===== src/hw/rtl/modbus_rtu_frame_receiver_unit_defines.svh =====
// ----------------------------------------------------------------------------
// Assertion macros
// Shared concurrent assertion helpers for the Modbus RTU receiver RTL.
// ----------------------------------------------------------------------------
`ifndef MODBUS_RTU_FRAME_RECEIVER_UNIT_DEFINES_SVH
`define MODBUS_RTU_FRAME_RECEIVER_UNIT_DEFINES_SVH

`ifndef SYNTHESIS
// Property must hold at every clock edge outside reset.
`define MBRX_ASSERT(lbl, clk, rst_n, prop) \
    lbl: assert property (@(posedge clk) disable iff (!rst_n) prop) \
        else $error("assertion failed");
// Condition must never be true outside reset.
`define MBRX_NEVER(lbl, clk, rst_n, cond) \
    lbl: assert property (@(posedge clk) disable iff (!rst_n) !(cond)) \
        else $error("forbidden condition seen");
`else
`define MBRX_ASSERT(lbl, clk, rst_n, prop)
`define MBRX_NEVER(lbl, clk, rst_n, cond)
`endif

`endif


===== src/hw/rtl/mbrx_pkg.sv =====
// ----------------------------------------------------------------------------
// mbrx_pkg
// Types, codes and the CRC-16 byte fold for the Modbus RTU receiver.
// ----------------------------------------------------------------------------
package mbrx_pkg;

    // Input operation codes
    localparam logic [1:0] OP_START = 2'd0;
    localparam logic [1:0] OP_BYTE  = 2'd1;
    localparam logic [1:0] OP_TICK  = 2'd2;

    // Result kinds
    localparam logic KIND_DATA   = 1'b0;
    localparam logic KIND_STATUS = 1'b1;

    // End-of-frame status codes
    localparam logic [2:0] ST_OK      = 3'd0;
    localparam logic [2:0] ST_TIMEOUT = 3'd1;
    localparam logic [2:0] ST_OVERRUN = 3'd2;
    localparam logic [2:0] ST_SHORT   = 3'd3;
    localparam logic [2:0] ST_CRC     = 3'd4;

    // Configuration register indexes
    localparam logic CFG_FIRST_TIMEOUT = 1'b0;
    localparam logic CFG_GAP_TIMEOUT   = 1'b1;

    localparam logic [7:0]  FIRST_TIMEOUT_RST = 8'd100;
    localparam logic [7:0]  GAP_TIMEOUT_RST   = 8'd20;
    localparam logic [15:0] CRC_INIT          = 16'hFFFF;
    localparam logic [15:0] CRC_POLY          = 16'hA001;
    localparam int unsigned MIN_FRAME         = 4;

    // Output buffer depth; at least two free entries are needed to take a word
    localparam int unsigned OBUF_DEPTH = 4;

    typedef struct packed {
        logic [1:0] op;
        logic [7:0] in_byte;
    } t_in_word;

    typedef struct packed {
        logic       kind;
        logic [7:0] out_byte;
        logic [2:0] status;
        logic [4:0] frame_length;
        logic       last;
    } t_out_word;

    // Results produced by one accepted input word
    typedef struct packed {
        logic [1:0] cnt;
        t_out_word  w0;
        t_out_word  w1;
    } t_push;

    // Reflected CRC-16, one byte folded in
    function automatic logic [15:0] crc_fold(input logic [15:0] c, input logic [7:0] b);
        logic [15:0] r;
        r = c ^ {8'h00, b};
        for (int i = 0; i < 8; i++) begin
            if (r[0]) begin
                r = (r >> 1) ^ CRC_POLY;
            end else begin
                r = r >> 1;
            end
        end
        return r;
    endfunction

endpackage


===== src/hw/rtl/mbrx_ctrl.sv =====
// ----------------------------------------------------------------------------
// mbrx_ctrl
// Receiver state, timeout registers and result generation.
// ----------------------------------------------------------------------------
module mbrx_ctrl
    import mbrx_pkg::*;
#(
    parameter int unsigned MAX_FRAME = 32
) (
    input  logic     i_clk,
    input  logic     i_rst_n,
    input  logic     i_accept,
    input  t_in_word i_word,
    input  logic     i_cfg_we,
    input  logic     i_cfg_index,
    input  logic [7:0] i_cfg_data,
    output t_push    o_push,
    output logic     o_armed
);

    localparam int unsigned CW = $clog2(MAX_FRAME);
    localparam logic [CW-1:0] LAST_IDX = CW'(MAX_FRAME - 1);

    logic [7:0]    r_first_to;
    logic [7:0]    r_gap_to;
    logic          r_armed,  n_armed;
    logic [CW-1:0] r_count,  n_count;
    logic [7:0]    r_timer,  n_timer;
    logic [15:0]   r_crc,    n_crc;
    logic [7:0]    w_tdec;
    logic [4:0]    w_len;

    assign w_tdec = (r_timer == 8'd0) ? 8'd0 : r_timer - 8'd1;
    assign w_len  = 5'(r_count - CW'(2));

    always_comb begin
        n_armed = r_armed;
        n_count = r_count;
        n_timer = r_timer;
        n_crc   = r_crc;
        o_push  = '0;
        if (i_accept) begin
            case (i_word.op)
                OP_START: begin
                    n_armed = 1'b1;
                    n_count = '0;
                    n_crc   = CRC_INIT;
                    n_timer = r_first_to;
                end
                OP_BYTE: begin
                    if (r_armed) begin
                        n_crc   = crc_fold(r_crc, i_word.in_byte);
                        n_timer = r_gap_to;
                        n_count = r_count + CW'(1);
                        o_push.w0.kind     = KIND_DATA;
                        o_push.w0.out_byte = i_word.in_byte;
                        if (r_count == LAST_IDX) begin
                            // overrun: data word then status word
                            n_armed = 1'b0;
                            o_push.cnt       = 2'd2;
                            o_push.w1.kind   = KIND_STATUS;
                            o_push.w1.status = ST_OVERRUN;
                            o_push.w1.last   = 1'b1;
                        end else begin
                            o_push.cnt     = 2'd1;
                            o_push.w0.last = 1'b1;
                        end
                    end
                end
                OP_TICK: begin
                    if (r_armed) begin
                        n_timer = w_tdec;
                        if (w_tdec == 8'd0) begin
                            n_armed        = 1'b0;
                            o_push.cnt     = 2'd1;
                            o_push.w0.kind = KIND_STATUS;
                            o_push.w0.last = 1'b1;
                            if (r_count == '0) begin
                                o_push.w0.status = ST_TIMEOUT;
                            end else if (r_count < CW'(MIN_FRAME)) begin
                                o_push.w0.status = ST_SHORT;
                            end else if (r_crc != 16'd0) begin
                                o_push.w0.status = ST_CRC;
                            end else begin
                                o_push.w0.status       = ST_OK;
                                o_push.w0.frame_length = w_len;
                            end
                        end
                    end
                end
                default: begin
                end
            endcase
        end
    end

    always_ff @(posedge i_clk) begin
        if (!i_rst_n) begin
            r_first_to <= FIRST_TIMEOUT_RST;
            r_gap_to   <= GAP_TIMEOUT_RST;
            r_armed    <= 1'b0;
            r_count    <= '0;
            r_timer    <= 8'd0;
            r_crc      <= CRC_INIT;
        end else begin
            if (i_cfg_we) begin
                if (i_cfg_index == CFG_FIRST_TIMEOUT) begin
                    r_first_to <= i_cfg_data;
                end else begin
                    r_gap_to <= i_cfg_data;
                end
            end
            r_armed <= n_armed;
            r_count <= n_count;
            r_timer <= n_timer;
            r_crc   <= n_crc;
        end
    end

    assign o_armed = r_armed;

endmodule


===== src/hw/rtl/mbrx_obuf.sv =====
// ----------------------------------------------------------------------------
// mbrx_obuf
// Small result queue: takes up to two words per cycle, gives one per cycle while the consumer is ready.
// ----------------------------------------------------------------------------
module mbrx_obuf
    import mbrx_pkg::*;
(
    input  logic      i_clk,
    input  logic      i_rst_n,
    input  t_push     i_push,
    output logic      o_space,
    output logic [$clog2(OBUF_DEPTH+1)-1:0] o_level,
    output logic      o_valid,
    input  logic      i_ready,
    output t_out_word o_word
);

    localparam int unsigned PW = $clog2(OBUF_DEPTH);
    localparam int unsigned LW = $clog2(OBUF_DEPTH + 1);

    t_out_word         r_mem [OBUF_DEPTH];
    logic [PW-1:0]     r_wr;
    logic [PW-1:0]     r_rd;
    logic [LW-1:0]     r_level;
    logic              w_pop;

    assign w_pop   = (r_level != '0) && i_ready;
    assign o_valid = (r_level != '0);
    assign o_word  = r_mem[r_rd];
    assign o_space = (r_level <= LW'(OBUF_DEPTH - 2));
    assign o_level = r_level;

    // payload entries, no reset
    always_ff @(posedge i_clk) begin
        if (i_push.cnt != 2'd0) begin
            r_mem[r_wr] <= i_push.w0;
        end
        if (i_push.cnt == 2'd2) begin
            r_mem[r_wr + PW'(1)] <= i_push.w1;
        end
    end

    always_ff @(posedge i_clk) begin
        if (!i_rst_n) begin
            r_wr    <= '0;
            r_rd    <= '0;
            r_level <= '0;
        end else begin
            r_wr    <= r_wr + PW'(i_push.cnt);
            r_rd    <= r_rd + PW'(w_pop);
            r_level <= r_level + LW'(i_push.cnt) - LW'(w_pop);
        end
    end

endmodule


===== src/hw/rtl/modbus_rtu_frame_receiver_unit.sv =====
// ----------------------------------------------------------------------------
// modbus_rtu_frame_receiver_unit
// Modbus RTU response receiver with CRC-16 check and silence timeout.
// ----------------------------------------------------------------------------
// Feed one word per cycle: start (arm, load first-byte timeout), byte (pass
// the byte on as a data word, fold it into the reflected CRC-16, reload the
// gap timeout) or tick (count the timer down; at zero, report timeout, frame
// too short, CRC error or ok with the payload length). Each input word is
// decoded in the cycle it is accepted and its results land in a four-entry
// registered result queue that hands them to the output in order. A new
// input word can be taken every cycle while ready is high; the input side
// drops ready only while fewer than two queue entries are free, which happens
// only when the consumer stalls. The extra overrun status word that follows
// the data word of the MAX_FRAME-th byte is absorbed by the queue without a
// stall when the consumer takes a word every cycle. Timeout registers are
// written through the config channel, which is always ready; a new value
// applies at the next timer load. No clearing pass is needed after reset.
// ----------------------------------------------------------------------------
`include "modbus_rtu_frame_receiver_unit_defines.svh"

module modbus_rtu_frame_receiver_unit
    import mbrx_pkg::*;
#(
    parameter int unsigned MAX_FRAME = 32
) (
    input  logic       i_clk,
    input  logic       i_rst_n,
    // input words
    input  logic       i_in_valid,
    output logic       o_in_ready,
    input  t_in_word   i_in_word,
    // result words
    output logic       o_out_valid,
    input  logic       i_out_ready,
    output t_out_word  o_out_word,
    // configuration writes
    input  logic       i_cfg_valid,
    output logic       o_cfg_ready,
    input  logic       i_cfg_index,
    input  logic [7:0] i_cfg_data
);

    localparam int unsigned LW = $clog2(OBUF_DEPTH + 1);

    logic          w_accept;
    t_push         w_push;
    logic          w_armed;
    logic          w_space;
    logic [LW-1:0] w_level;

    // take an input word only when the queue can hold two results
    assign o_in_ready  = w_space;
    assign w_accept    = i_in_valid && w_space;
    assign o_cfg_ready = 1'b1;

    mbrx_ctrl #(
        .MAX_FRAME (MAX_FRAME)
    ) u_ctrl (
        .i_clk       (i_clk),
        .i_rst_n     (i_rst_n),
        .i_accept    (w_accept),
        .i_word      (i_in_word),
        .i_cfg_we    (i_cfg_valid),
        .i_cfg_index (i_cfg_index),
        .i_cfg_data  (i_cfg_data),
        .o_push      (w_push),
        .o_armed     (w_armed)
    );

    mbrx_obuf u_obuf (
        .i_clk   (i_clk),
        .i_rst_n (i_rst_n),
        .i_push  (w_push),
        .o_space (w_space),
        .o_level (w_level),
        .o_valid (o_out_valid),
        .i_ready (i_out_ready),
        .o_word  (o_out_word)
    );

    // queue must never be pushed beyond its free space
    `MBRX_NEVER(a_no_overflow, i_clk, i_rst_n, (w_level + LW'(w_push.cnt)) > LW'(OBUF_DEPTH))
    // a status word always returns the receiver to idle
    `MBRX_ASSERT(a_status_idles, i_clk, i_rst_n, ((w_push.cnt == 2'd1) && (w_push.w0.kind == KIND_STATUS)) |=> !w_armed)
    // a double push is always data then overrun status
    `MBRX_ASSERT(a_overrun_pair, i_clk, i_rst_n, (w_push.cnt == 2'd2) |-> ((w_push.w0.kind == KIND_DATA) && !w_push.w0.last && (w_push.w1.status == ST_OVERRUN) && w_push.w1.last))

endmodule

===== config.mk =====
export PLATFORM = sky130hd
export DESIGN_NAME = modbus_rtu_frame_receiver_unit
export DESIGN_NICKNAME = d
export VERILOG_FILES = /design/src/hw/rtl/mbrx_pkg.sv /design/src/hw/rtl/mbrx_ctrl.sv /design/src/hw/rtl/mbrx_obuf.sv /design/src/hw/rtl/modbus_rtu_frame_receiver_unit.sv
export VERILOG_INCLUDE_DIRS = /design/src /design/src/hw/rtl
export SDC_FILE = /design/constraint.sdc
export NUM_CORES = 1
export LEC_CHECK = 0
export ABC_AREA = 1
export BUFFER_PORTS_ARGS = -buffer_cell sky130_fd_sc_hd__buf_2
export CORE_UTILIZATION = 40
export CTS_CLUSTER_SIZE = 10
export DETAILED_ROUTE_END_ITERATION = 7
export GPL_TIMING_DRIVEN = 0
export PLACE_DENSITY = 0.63
export SYNTH_ARGS = -nofsm -noshare
export SYNTH_HDL_FRONTEND = slang
export SYNTH_SLANG_ARGS = --single-unit

===== constraint.sdc =====
create_clock -name i_clk -period 2.7 [get_ports i_clk]
set_input_delay 0.135 -clock i_clk [delete_from_list [all_inputs] [get_ports i_clk]]
set_output_delay 0.135 -clock i_clk [all_outputs]
set_load 0.05 [all_outputs]

==> flow_metrics.py <==
metrics = {
    "clock_tree": {
        "clock_insertion_delay_worst_skew_ps": 420,
        "number_of_levels_the_h_tree_was_split_into": 4,
        "cts.reportedPaths.clkPinSlew_ps": 60,
        "cts_max_path_buffers": 2,
        "cts_tree": "yes",
        "cts.root.buffer_cell": "sky130_fd_sc_hd__clkbuf_16",
        "cts.sink_count": 125,
        "tritoncts.num_buffers": 17,
    },
    "synthesis": {
        "postSynthRegisterBits": 125,
        "yosysWarnings": 0,
        "yosys-mux-area-fraction_pct": 0,
        "synthesized_area_fraction_occupied_by_ao_oa_aoi_and_oai_cells_pct": 17.04,
        "ys_async_sr_fraction_pct": 0,
        "yosys.cell_types.count": 42,
        "seq_area_frac_synth_pct": 41.48,
        "synth.cell_area_um2": 6322,
        "synth_enable_flop_cells": 12,
        "synthCells": 888,
        "postSynthAreaPerCell_um2": 7.120,
        "yosys.area_share.xor_xnor_pct": 2.355,
        "postSynth.topFlopCell": "sky130_fd_sc_hd__dfxtp_1",
        "synth_adder_area_share_pct": 2.889,
        "yosys.area_share.simple_pct": 28.66,
        "net_count_after_synthesis": 926,
        "combinational_family_with_the_most_area_after_synthesis": "simple AND/OR/NAND/NOR gates",
    },
    "worst_setup_path": {
        "required_ps": 2830,
        "criticalPathCategory": "reg -> reg",
        "worst_ep_arrival_time_ps": 2700,
        "cp_max_fo": 10,
        "worstSetupStartpointType": "flip-flop",
        "worst_setup_path_end_kind": "flip-flop",
    },
    "timing": {
        "finalMaxSlewViolations": 0,
        "post-route-min-period_ps": 2567,
        "fin_ws_ps": 132.8,
        "fmax_mhz": 389.5,
        "worst_slew_margin_rel_pct": 37.83,
        "max_slew.worst_pin.slew_ps": 924.0,
        "hold_violations": 0,
        "post_route_clock_period_utilization_pct": 95.08,
        "finalSetupViolCount": 0,
        "clock_skew_ps": 8.707,
    },
    "placed_design": {
        "place_ws_ps": -112.0,
        "place.detailed.hpwl_um": 12780,
        "placement.io_buffers": 43,
        "placed_cells_incl_taps": 1142,
        "gpl.final_weighted_congestion": 0.8679,
    },
    "pwr": {
        "swShare_pct": 40.24,
        "total_power_mw": 6.654,
        "power-per-cell-area_nw_per_um2": 881.8,
        "pint_mw": 3.976,
        "sequentialPowerShare_pct": 31.8,
        "p_switching_mw": 2.678,
        "power.share.combinational_pct": 36.2,
        "irDropWorstVdd_mv": 0.5060,
        "pwr-share-clk_pct": 32.0,
        "power.leakage_nw": 3.512,
    },
    "floorplanning": {
        "die_height_um": 127.7,
        "die_width_um": 127.7,
        "design.portCount": 45,
        "effective_utilization_at_floorplan_pct": 41.28,
        "fp-row-count": 45,
        "core_area_um2": 15310,
        "die-area_um2": 16310,
    },
    "global_route": {
        "grtUsageTotal_pct": 22.69,
        "first_pass_grt_wire_length_um": 28540,
        "grt_max_degree": 17,
        "grt_overflow": 0,
        "grt_antenna_before_repair": 0,
        "via_count_of_the_first_global_routing_pass": 5557,
    },
    "layout": {
        "layout.area.seq_um2": 2623,
        "area_delta_synth_final_pct": 19.35,
        "drive_gt1_share_pct": 13.07,
        "multiInputGateArea_um2": 3324,
        "layout_commonest_cell": "sky130_fd_sc_hd__nand2_1",
        "final_nets": 997,
        "antenna_cells": 0,
        "fillers": 1608,
        "layoutNonFillerInstCount": 1183,
        "mostFrequentLayoutCells": "146 x sky130_fd_sc_hd__nand2_1, 122 x sky130_fd_sc_hd__nor2_1, 113 x sky130_fd_sc_hd__dfxtp_1, 109 x sky130_fd_sc_hd__nand3_1, 91 x sky130_fd_sc_hd__o21ai_0",
    },
    "run_status": {
        "status": "finished, final reports clean",
    },
    "drt": {
        "drtIter0Drc": 413,
        "drt-pass1-iter-count": 5,
        "routed_via_density": 5.168,
        "detailroute.via_count": 6114,
        "drt-total-wl_um": 17980,
        "drcViolationCount": 0,
        "final_antenna_net_count": 0,
        "post_drt_wl_per_cell_um": 15.19,
    },
    "job": {
        "drv_cap": 0,
    },
    "worst_hold_path": {
        "hold_path_class": "in -> reg",
    },
}
## state kept, by name (all words and copies together) (netlist names)
signal	count
u_obuf.r_mem	72
u_ctrl.r_crc	16
u_ctrl.r_count	5
u_ctrl.r_timer	8
u_ctrl.o_armed	1
u_obuf.r_rd	2
u_obuf.o_level	3
u_ctrl.r_gap_to	8
u_obuf.r_wr	2
u_ctrl.r_first_to	8
## worst max-delay path, cell delays in order, from the launching register on
cell and delay [ps]:
sky130_fd_sc_hd__dfxtp_1 320, sky130_fd_sc_hd__inv_1 90, sky130_fd_sc_hd__ha_1 200, sky130_fd_sc_hd__nand3_1 130, sky130_fd_sc_hd__nor2_2 160, sky130_fd_sc_hd__inv_2 80, sky130_fd_sc_hd__nand3_1 130, sky130_fd_sc_hd__nand2_1 110
sky130_fd_sc_hd__nor2_4 150, sky130_fd_sc_hd__nand3_4 140, sky130_fd_sc_hd__nand2_4 110, sky130_fd_sc_hd__nand2_4 90, sky130_fd_sc_hd__nand2_4 110, sky130_fd_sc_hd__buf_8 170, sky130_fd_sc_hd__nand2_4 120, sky130_fd_sc_hd__nand2_4 150
## area by class of cell
type,count,area share [%]
multi-input cells,653,44.06
well taps,211,3.499
plain buffers,48,3.283
inverters,62,3.084
flip-flops and latches,125,34.75
repair buffers,52,4.013
clock buffers,26,6.881
clock inverters,6,0.4311
## power by group through the flow
stage / Combinational, mW / Clock, mW / Sequential, mW
after global placement: 2.33 / 0 / 2.15
after global routing: 2.62 / 2.23 / 2.13
final: 2.41 / 2.13 / 2.12
after detailed placement: 2.34 / 0 / 2.15
after floorplan: 1.78 / 0 / 2.13
after CTS: 2.37 / 2.14 / 2.12
## synth_stat cells (all sizes together), types with 2 or more instances
cell type | count | area share [%]
edfxtp | 12 | 5.7
nand4 | 5 | 0.49
nand2 | 157 | 9.8
nor3 | 3 | 0.32
dfxtp | 113 | 36
or2 | 5 | 0.49
o221ai | 2 | 0.28
inv | 60 | 3.6
ha | 13 | 2.6
o21ai | 100 | 8.0
clkinv | 2 | 0.12
nand3b | 2 | 0.24
a21oi | 74 | 5.9
o211ai | 5 | 0.59
xnor2 | 9 | 1.2
xor2 | 8 | 1.1
o22ai | 19 | 2.0
nor2 | 130 | 8.0
clkbuf | 31 | 1.8
nand3 | 114 | 9.2
buf | 17 | 2.0
## logic make-up (layout without fill, tap and decap cells)
family | count (synthesis) | count (layout)
fa+ha+maj | 14 | 14
xor+xnor | 17 | 17
flops | 125 | 125
simple gates | 418 | 418
compound gates | 203 | 203
buf+inv | 110 | 194
other cells | 1 | 1
## timing repair
action | 4_1_cts | 5_1_grt
buffers inserted | 0 | 1
hold endpoints to repair | 14 | 0
resized for setup | 10 | 17
hold buffers | 8 | 0
setup endpoints to repair | 14 | 79
pin swaps | 2 | 2
## metal layers
layer / wire length (um) / vias to the layer above / share of wire (%) / track usage (%)
li1: - / 3119 / - / -
met1: 8313 / 2810 / 46 / 29.27
met2: 8467 / 166 / 47 / 38.55
met3: 909 / 19 / 5.1 / 4.508
met4: 284 / 0 / 1.6 / 6.228
met5: 0 / - / 0 / 0
## metrics by stage
stage / utilization [%] / TNS [ps] / instance area (um^2) / hold WS, ps
after floorplan: - / 0 / 6326 / 248.2
final: 49.27 / 0 / 7546 / 98.90
after CTS: 48.82 / 0 / 7477 / 91.57
after detailed placement: 44.44 / -555.9 / 6805 / 359.2
after global placement: 44.44 / -333.0 / 6805 / 355.0
after global routing: 49.27 / -17.59 / 7546 / 134.7
## final timing paths
check,startpoint,end,slack (ps),cells past startpoint
worst max-delay path,u_ctrl.r_timer[0],u_obuf.r_mem[2][7],130,15
worst min-delay path,i_rst_n,u_ctrl.r_crc[8],100,4
worst min register to register,u_ctrl.r_first_to[6],u_ctrl.r_first_to[6],450,2
worst max register to register,u_ctrl.r_timer[0],u_obuf.r_mem[2][7],130,15
Power figures use the tool's default switching activity.
